--- src/rtl/uict_pkg.sv ---
// Shared definitions for the unmap interval coverage tracker.
// Opcodes, status codes and the controller/datapath command and status structs.
// No dependencies.
package uict_pkg;

  // Item opcodes
  localparam logic [1:0] OP_ADD       = 2'd0;
  localparam logic [1:0] OP_FLUSH_ONE = 2'd1;
  localparam logic [1:0] OP_FLUSH_ALL = 2'd2;

  // Result status codes
  localparam logic [1:0] ST_DONE    = 2'd0;
  localparam logic [1:0] ST_PENDING = 2'd1;
  localparam logic [1:0] ST_INVALID = 2'd2;
  localparam logic [1:0] ST_FULL    = 2'd3;

  // Outcome of the merge check
  localparam logic [1:0] PATH_END = 2'd0;  // result already decided
  localparam logic [1:0] PATH_WM  = 2'd1;  // write merged range only
  localparam logic [1:0] PATH_CPL = 2'd2;  // move tail down, then write
  localparam logic [1:0] PATH_CPR = 2'd3;  // move tail up, then write

  typedef struct packed {
    logic load;
    logic scan;
    logic decide;
    logic rd;
    logic p1_ev;
    logic chk;
    logic cp_wr;
    logic wm;
  } dp_cmd_t;

  typedef struct packed {
    logic       scan_last;
    logic       merge_go;
    logic       cnt_zero;
    logic       p1_last;
    logic [1:0] path;
    logic       cp_last;
  } dp_sts_t;

endpackage

--- src/rtl/uict_ctrl.sv ---
// Controller state machine of the unmap interval coverage tracker.
// Sequences the datapath by dp_cmd_t; depends on uict_pkg.
module uict_ctrl import uict_pkg::*; (
  input  logic    clk_i,
  input  logic    rst_ni,
  input  logic    start_i,
  input  dp_sts_t sts_i,
  output dp_cmd_t cmd_o,
  output logic    busy_o,
  output logic    done_o
);

  localparam logic [3:0] S_IDLE = 4'd0;
  localparam logic [3:0] S_SCAN = 4'd1;
  localparam logic [3:0] S_DEC  = 4'd2;
  localparam logic [3:0] S_P1RD = 4'd3;
  localparam logic [3:0] S_P1EV = 4'd4;
  localparam logic [3:0] S_CHK  = 4'd5;
  localparam logic [3:0] S_CPRD = 4'd6;
  localparam logic [3:0] S_CPWR = 4'd7;
  localparam logic [3:0] S_WM   = 4'd8;
  localparam logic [3:0] S_RESP = 4'd9;

  logic [3:0] state_q, state_d;

  // Next state and commands
  always_comb begin
    state_d = state_q;
    cmd_o   = '0;
    case (state_q)
      S_IDLE: begin
        if (start_i) begin
          cmd_o.load = 1'b1;
          state_d    = S_SCAN;
        end
      end
      S_SCAN: begin
        cmd_o.scan = 1'b1;
        if (sts_i.scan_last) state_d = S_DEC;
      end
      S_DEC: begin
        cmd_o.decide = 1'b1;
        if (sts_i.merge_go) state_d = sts_i.cnt_zero ? S_CHK : S_P1RD;
        else state_d = S_RESP;
      end
      S_P1RD: begin
        cmd_o.rd = 1'b1;
        state_d  = S_P1EV;
      end
      S_P1EV: begin
        cmd_o.p1_ev = 1'b1;
        state_d     = sts_i.p1_last ? S_CHK : S_P1RD;
      end
      S_CHK: begin
        cmd_o.chk = 1'b1;
        case (sts_i.path)
          PATH_END: state_d = S_RESP;
          PATH_WM:  state_d = S_WM;
          default:  state_d = S_CPRD;
        endcase
      end
      S_CPRD: begin
        cmd_o.rd = 1'b1;
        state_d  = S_CPWR;
      end
      S_CPWR: begin
        cmd_o.cp_wr = 1'b1;
        state_d     = sts_i.cp_last ? S_WM : S_CPRD;
      end
      S_WM: begin
        cmd_o.wm = 1'b1;
        state_d  = S_RESP;
      end
      S_RESP:  state_d = S_IDLE;
      default: state_d = S_IDLE;
    endcase
  end

  always_ff @(posedge clk_i or negedge rst_ni) begin
    if (!rst_ni) begin
      state_q <= S_IDLE;
    end else begin
      state_q <= state_d;
    end
  end

  assign busy_o = (state_q != S_IDLE);
  assign done_o = (state_q == S_RESP);

endmodule

--- config.mk ---
export PLATFORM = sky130hd
export DESIGN_NAME = uict_ctrl
export DESIGN_NICKNAME = d
export VERILOG_FILES = /design/src/rtl/uict_pkg.sv /design/src/rtl/uict_ctrl.sv
export SDC_FILE = /design/constraint.sdc
export NUM_CORES = 1
export LEC_CHECK = 0
export BUFFER_PORTS_ARGS = -buffer_cell sky130_fd_sc_hd__buf_2
export CORE_AREA = 2 2 39 41
export DETAILED_ROUTE_END_ITERATION = 8
export DIE_AREA = 0 0 41 43
export PLACE_DENSITY = 0.59
export SYNTH_ARGS = -nofsm -noshare
export SYNTH_HDL_FRONTEND = slang
export SYNTH_SLANG_ARGS = --single-unit
export TNS_END_PERCENT = 5
--- constraint.sdc ---
create_clock -name clk_i -period 1.1 [get_ports clk_i]
set_input_delay 0.055 -clock clk_i [delete_from_list [all_inputs] [get_ports clk_i]]
set_output_delay 0.055 -clock clk_i [all_outputs]
set_load 0.01 [all_outputs]
# ---- Word-level counts from Yosys, hierarchy flattened
# Index checks and enable logic that the tools add are counted.
dict set report classes {
  n_eq_ne 12
  n_mux 17
  n_reduce_logical 5
}
# cell count
set op_table {}
lappend op_table {{4-bit one-hot mux with 9 select lines} 1}
lappend op_table {{4-bit by 3-bit == test with 1-bit output (second input constant)} 4}
lappend op_table {{4-bit two-way mux} 4}
lappend op_table {{1-bit two-way mux} 9}
lappend op_table {{4-bit by 2-bit == test with 1-bit output (second input constant)} 2}
lappend op_table {{4-bit == test (second input constant)} 2}
lappend op_table {{4-bit one-hot mux with 2 select lines} 1}
lappend op_table {{3-bit two-way mux} 2}
lappend op_table {{4-bit by 1-bit == test with 1-bit output (second input constant)} 1}
lappend op_table {{4-bit zero test} 1}
lappend op_table {{2-bit inequality test (second input constant)} 2}
lappend op_table {{4-bit nonzero test} 1}
lappend op_table {{2-bit by 1-bit == test with 1-bit output (second input constant)} 1}
lappend op_table {{2-bit zero test} 1}
lappend op_table {{2-bit AND reduction} 1}
lappend op_table {{2-bit OR reduction} 1}
dict set report totals {
  reg_bits 4
  inputBits 10
  output_inout_bits 10
}

# ---- Logic depth before layout (Yosys ltp)
# Gate-level depths: netlist (run 1).
dict set report depth {
  depth_word 3
  depth_mapped 6
  mapped_depth_nobuf 4
}

# ---- Worst setup path before layout (run 1)
# OpenSTA, ideal clock, no wires.
dict set report synth_path {
  kind {flip-flop to flip-flop}
  start {reg state_q[2]}
  end {reg state_q[0]}
  arrival_ns 1.117
  setup_slack_ns -0.094
  path_stages_with_launch 5
  n_path_buf 1
  cell_sequence {dfrtp_1 -> buf_6 -> nor3_1 -> nand2b_1 -> o21ai_1}
}
dict set report synth_via {
  elab_chain_len 3
}
# item line
set synth_rtl {}
lappend synth_rtl {{from (decl)} uict_ctrl.sv:24} ;# logic [3:0] state_q, state_d;
lappend synth_rtl {{from (signal assigned)} uict_ctrl.sv:83} ;# state_q <= state_d;
lappend synth_rtl {{4-bit by 1-bit == test with 1-bit output or 4-bit zero test (tied branches)} uict_ctrl.sv:30} ;# case (state_q)
lappend synth_rtl {{2-bit inequality test (no line)} --}
lappend synth_rtl {{2-bit AND reduction (no line)} --}
# Several ways; a longest one is shown, not always the timed one.
# A chain may end at the register's enable or synchronous reset.

==> results of run 1 <==
[final timing paths]
check | start | end | slack (ns) | cells after the start
setup / recovery | state_q[3] | cmd_o[4] | -0.21 | 4
hold / removal | sts_i[4] | state_q[2] | 0.08 | 3
setup reg to reg | state_q[2] | state_q[1] | -0.15 | 5
hold reg to reg | state_q[3] | state_q[2] | 0.59 | 1
max in group asynchronous | rst_ni | state_q[1] | 0.83 | 2
min in group asynchronous | rst_ni | state_q[2] | 0.14 | 2
[routing by layer]
metal	GRT usage, %	vias to the layer above
met1	18.18	244
met2	30.63	14
met4	10.00	0
met3	3.665	4
met5	0	-
li1	-	257
[cell type report]
class | count | area (um^2) | area share (%)
Clock buffer | 3 | 22.52 | 3.243
Sequential cell | 4 | 103.9 | 14.96
Multi-Input combinational cell | 45 | 306.5 | 44.14
Timing Repair Buffer | 35 | 241.5 | 34.77
Tap cell | 16 | 20.02 | 2.883
[placed cells by master (no fill, tap or decap)]
cell type,instances
a21oi_1,3
a21oi_2,1
a311o_1,1
a31oi_1,3
and3_1,1
buf_12,1
buf_2,19
buf_4,11
buf_6,3
clkbuf_4,3
dfrtp_1,1
dfrtp_2,3
dlygate4sd3_1,1
nand2_1,4
nand2b_1,5
nand2b_4,2
nand3_1,1
nand3b_1,1
nor2_1,8
nor2_2,3
nor2_4,1
nor3_1,2
nor3_2,2
nor4_2,1
nor4b_4,1
o211ai_1,1
o21ai_1,2
o22ai_1,1
o41a_1,1
[cell families (layout without fill, tap and decap cells)]
family | Yosys count | count (layout) | synth area share, %
flip-flops | 4 | 4 | 24.39
buffers and inverters | 5 | 38 | 11.28
AND/OR/NAND/NOR | 32 | 32 | 43.90
AO/OA/AOI/OAI | 13 | 13 | 20.43
[synthesized netlist by cell type (all sizes together)]
master and number:
a21oi 4, a311o 1, a31oi 3, and3 1, buf 5, dfrtp 4, nand2 4, nand2b 7
nand3 1, nand3b 1, nor2 12, nor3 4, nor4 1, nor4b 1, o211ai 1, o21ai 2
o22ai 1, o41a 1
[tightest hold or removal path: cells and delay by family]
kind                   cells  cell delay (ns)
AOI/OAI and AO/OA          1             0.08
and+or+nand+nor            1             0.07
buffers and inverters      1             0.08
[power groups by stage]
| stage | clock (W) | combinational [W] | sequential (W) |
|---|---|---|---|
| after CTS | 0.000188 | 0.00146 | 0.000334 |
| after floorplan | 0 | 0.000886 | 0.000272 |
| after global placement | 0 | 0.00118 | 0.000363 |
| final | 0.000195 | 0.00152 | 0.000340 |
| after detailed placement | 0 | 0.00118 | 0.000362 |
| after global routing | 0.000197 | 0.00167 | 0.000353 |
[per-stage QoR]
stage,setup TNS [ns],std cells,setup slack [ns],total power [W]
2_1_floorplan,-0.08862,54,-0.04880,0.001158
3_3_place_gp,-0.5244,94,-0.1113,0.001547
3_5_place_dp,-0.6059,94,-0.1246,0.001542
4_1_cts,-2.030,103,-0.1989,0.001984
5_1_grt,-3.136,103,-0.2713,0.002218
6_report,-2.210,103,-0.2147,0.002055
[repair_timing]
action                                 CTS  global route
gates cloned                             0             0
hold buffers                             1             0
endpoints found under the hold margin    4             0
gates resized for setup                 13             3
setup endpoints to repair               14            14
setup buffers                            5             0
pin swaps                                2             0
==> impl_metrics.env, run 1 <==
export IMPL_pwr_share_seq_pct=16.6
export IMPL_crit_type="register to output pin"
export IMPL_grt_pass1_vias=503
export IMPL_cp_required_ns=1.04
export IMPL_synth_area_per_cell_um2=7.600
export IMPL_design_area_um2=694.4
export IMPL_die_area_um2=1763
export IMPL_tightest_slew_ns=0.2434
export IMPL_hp_class="input pin to register"
export IMPL_clkPwrFrac_pct=9.5
export IMPL_drt_wirelength_per_cell_um=12.60
export IMPL_fillers=133
export IMPL_finalCriticalPeriod_ns=1.315
export IMPL_place_area_um2=571.8
export IMPL_startpoint_type="register"
export IMPL_top_layer="met4"
export IMPL_grt_overflow=0
export IMPL_endpoint_kind="output pin"
export IMPL_cp_slowest_cell="dfrtp_2"
export IMPL_yosysUniqueCellTypes=21
export IMPL_fp_row_count=14
export IMPL_p_sw_w=0.0009190
export IMPL_crit_chain="buf_4, nand2b_1, a21oi_2, buf_2"
export IMPL_crit_fanout=5
export IMPL_die_h_um=43
export IMPL_fin_ws_ns=-0.2147
export IMPL_vias=519
export IMPL_die_width_um=41
export IMPL_leakage_nw=0.3289
export IMPL_cp_num_buf_inv=2
export IMPL_grt_antenna_before_repair=0
export IMPL_crit_arrival_ns=1.26
export IMPL_cts_root_buffer="clkbuf_4"
export IMPL_htreeDepth=1
export IMPL_start_util_pct=29.66
export IMPL_rsz0062_at_grt="true"
export IMPL_critPathTopFamily="flip-flops"
export IMPL_area_delta_synth_final_pct=69.21
export IMPL_wl_met2_um=692
export IMPL_grt_max_degree=17
export IMPL_place_hpwl_um=823.6
export IMPL_ant_nets=0
export IMPL_port_buffers=19
export IMPL_top_regs="state_q: 4 flops"
export IMPL_cap_violations=0
export IMPL_grt_pass1_wl_um=2070
export IMPL_drc=0
export IMPL_wl_met1_um=509
export IMPL_cts_path_max_buffers=2
export IMPL_yosys_area_top_type_share_pct=24.39
export IMPL_io_pins=20
export IMPL_cts_sinks=4
export IMPL_maxSlewViolCount=0
export IMPL_netSwitchingFraction_pct=44.72
export IMPL_clk_pin_slew_ns=0.04
export IMPL_slew_headroom_pct=83.70
export IMPL_drive_above_1_share_pct=58.62
export IMPL_routed_wl_um=1298
export IMPL_max_stage_delay_ns=0.45
export IMPL_violations="setup timing"
export IMPL_top_register="state_q"
export IMPL_first_pass_iters=4
export IMPL_clk_latency_ns=0.25
export IMPL_met3_wirelength_um=55
export IMPL_yosysTopAreaCell="dfrtp_1"
export IMPL_ys_warnings_count=0
export IMPL_internal_power_w=0.001136
export IMPL_outcome="complete, but fails checks"
export IMPL_synth_fp_nets=64
export IMPL_core_region_area_um2=1384
export IMPL_fmax_mhz=760.6
export IMPL_worst_ir_drop_vdd_mv=0.9764
export IMPL_netlist_instances=54
export IMPL_post_route_util_pct=50.18
export IMPL_syn_area_um2=410.4
export IMPL_p_comb_share_pct=74.0
export IMPL_diodes=0
export IMPL_setup_viol=14
export IMPL_hold_viol_final=0
export IMPL_nets=99
export IMPL_place_congestion=0.8058
export IMPL_min_period_over_period_pct=119.5
export IMPL_vias_per_cell=5.039
export IMPL_synthTopCellsByArea="dfrtp_1 (24%), nor2_1 (11%), nand2b_1 (9.1%)"
export IMPL_ys_ff_latch=4
export IMPL_first_iter_violations=3
export IMPL_finClkSkew_ns=0.004309
export IMPL_cts_buffers=3
export IMPL_power_density_nw_per_um2=2960
export IMPL_cts_tree="built"
export IMPL_timing_hold_ws_ns=0.07923
export IMPL_largest_register_ffs=4
export IMPL_seq_area_frac_synth_pct=24.39
export IMPL_grt_use_total_pct=17.72
Power figures use the tool's default switching activity.
==> run 2: changes to the inputs <==
- SKIP_LAST_GASP: unset -> 1
==> impl_metrics.env, run 2 (synthesized netlist as in run 1, its figures left out) <==
export IMPL_setup_viol=14
export IMPL_htreeDepth=1
export IMPL_violations="setup timing"
export IMPL_min_from="sts_i[4]"
export IMPL_clk_latency_ns=0.25
export IMPL_drc=0
export IMPL_netSwitchingFraction_pct=44.14
export IMPL_leakage_nw=0.3338
export IMPL_grt_pass1_wl_um=2063
export IMPL_largest_register_ffs=4
export IMPL_routed_wl_um=1306
export IMPL_finalPower_w=0.002073
export IMPL_grt_max_degree=17
export IMPL_rr_startpoint="state_q[2]"
export IMPL_grt_pass1_vias=499
export IMPL_maxSlewViolCount=0
export IMPL_fmax_mhz=760.8
export IMPL_hold_viol_final=0
export IMPL_die_area_um2=1763
export IMPL_grt_overflow=0
export IMPL_cap_violations=0
export IMPL_finClkSkew_ns=0.004342
export IMPL_place_congestion=0.8058
export IMPL_rsz0062_at_grt="true"
export IMPL_fin_ws_ns=-0.2144
export IMPL_cts_buffers=3
export IMPL_cp_required_ns=1.04
export IMPL_ant_nets=0
export IMPL_first_iter_violations=3
export IMPL_nets=100
export IMPL_top_register="state_q"
export IMPL_crit_arrival_ns=1.26
export IMPL_grt_antenna_before_repair=0
export IMPL_top_regs="state_q: 4 flops"
export IMPL_port_buffers=19
export IMPL_endpoint_kind="output pin"
export IMPL_outcome="complete, but fails checks"
export IMPL_finalCriticalPeriod_ns=1.314
export IMPL_vias_per_cell=5.038
export IMPL_vias=524
export IMPL_p_comb_share_pct=74.1
export IMPL_tightest_slew_ns=0.2434
export IMPL_worst_ir_drop_vdd_mv=0.9844
export IMPL_max_stage_delay_ns=0.40
export IMPL_die_width_um=41
export IMPL_cp_slowest_cell="dfrtp_2"
export IMPL_core_region_area_um2=1384
export IMPL_first_pass_iters=4
export IMPL_layout_commonest_cell="buf_2"
export IMPL_cts_sinks=4
export IMPL_crit_chain="buf_4, nand2_1, buf_4, nor2_1, buf_2"
export IMPL_crit_fanout=5
export IMPL_drt_wirelength_per_cell_um=12.56
export IMPL_internal_power_w=0.001158
export IMPL_p_sw_w=0.0009150
export IMPL_timing_hold_ws_ns=0.07893
export IMPL_clk_pin_slew_ns=0.04
export IMPL_diodes=0
export IMPL_io_pins=20
export IMPL_area_delta_synth_final_pct=69.82
export IMPL_start_util_pct=29.66
export IMPL_cts_root_buffer="clkbuf_4"
export IMPL_pwr_share_seq_pct=16.5
export IMPL_drive_above_1_share_pct=56.82
export IMPL_cpMostUsedCell="buf_4"
export IMPL_crit_type="register to output pin"
export IMPL_startpoint_type="register"
export IMPL_clkPwrFrac_pct=9.4
export IMPL_power_density_nw_per_um2=2974
export IMPL_final_cell_mix="buf_2 (19), buf_4 (12), nor2_1 (10), nand2b_1 (5), nand2_1 (4)"
export IMPL_slew_headroom_pct=83.70
export IMPL_critPathLaunch="state_q[1]"
export IMPL_cts_tree="built"
export IMPL_place_hpwl_um=823.6
export IMPL_grt_use_total_pct=17.72
export IMPL_hp_class="input pin to register"
export IMPL_die_h_um=43
export IMPL_cts_path_max_buffers=2
export IMPL_fp_row_count=14
export IMPL_min_period_over_period_pct=119.5
==> run 2: layout make-up <==
type | instances | area, um^2
well taps | 16 | 20.02
repair buffers | 36 | 249.0
flip-flops and latches | 4 | 103.9
fillers | 130 | 686.9
multi-input cells | 45 | 301.5
clock buffers | 3 | 22.52
==> run 2: path summary, 6_finish.rpt <==
kind | to | slack (ns) | cells past startpoint
max in group asynchronous | state_q[1] | 0.83 | 2
setup / recovery | cmd_o[1] | -0.21 | 5
hold / removal | state_q[2] | 0.08 | 3
setup reg to reg | state_q[1] | -0.16 | 5
hold reg to reg | state_q[2] | 0.60 | 1
min in group asynchronous | state_q[2] | 0.14 | 2
==> run 2: timing repair <==
| item | 4_1_cts | 5_1_grt |
|---|---|---|
| pin swaps | 0 | 0 |
| setup endpoints to repair | 14 | 14 |
| hold buffers | 1 | 0 |
| buffers inserted | 5 | 1 |
| cloned | 0 | 0 |
| endpoints found under the hold margin | 4 | 0 |
| gates resized for setup | 11 | 3 |
==> run 2: routing by layer <==
| metal | global-route usage (%) | wire length [um] |
|---|---|---|
| met1 | 18.18 | 518 |
| met2 | 30.63 | 691 |
| met3 | 3.665 | 55 |
| met4 | 10.00 | 41 |
| met5 | 0 | 0 |
==> run 2: power groups by stage <==
stage	combinational [W]	sequential, W	clock, W
floorplan	0.000886	0.000272	0
global placement	0.00118	0.000363	0
detailed placement	0.00118	0.000362	0
CTS	0.00145	0.000332	0.000188
global route	0.00169	0.000352	0.000197
finish	0.00153	0.000342	0.000195
==> run 2: stage by stage <==
step / setup TNS (ns) / utilization, % / setup WS (ns) / cells / instance area (um^2)
after floorplan: -0.08862 / - / -0.04880 / 54 / 415.4
after global placement: -0.5244 / 41.32 / -0.1113 / 94 / 571.8
after detailed placement: -0.6059 / 41.32 / -0.1246 / 94 / 571.8
after CTS: -2.055 / 48.82 / -0.1989 / 103 / 675.6
after global routing: -3.091 / 50.36 / -0.2615 / 104 / 696.9
final: -2.192 / 50.36 / -0.2144 / 104 / 696.9
==> run 2: worst max-delay path: cells and delay by family (launching register included) <==
family,cells,cell delay (ns)
buf+inv,3,0.44
flops,1,0.40
simple gates,2,0.18
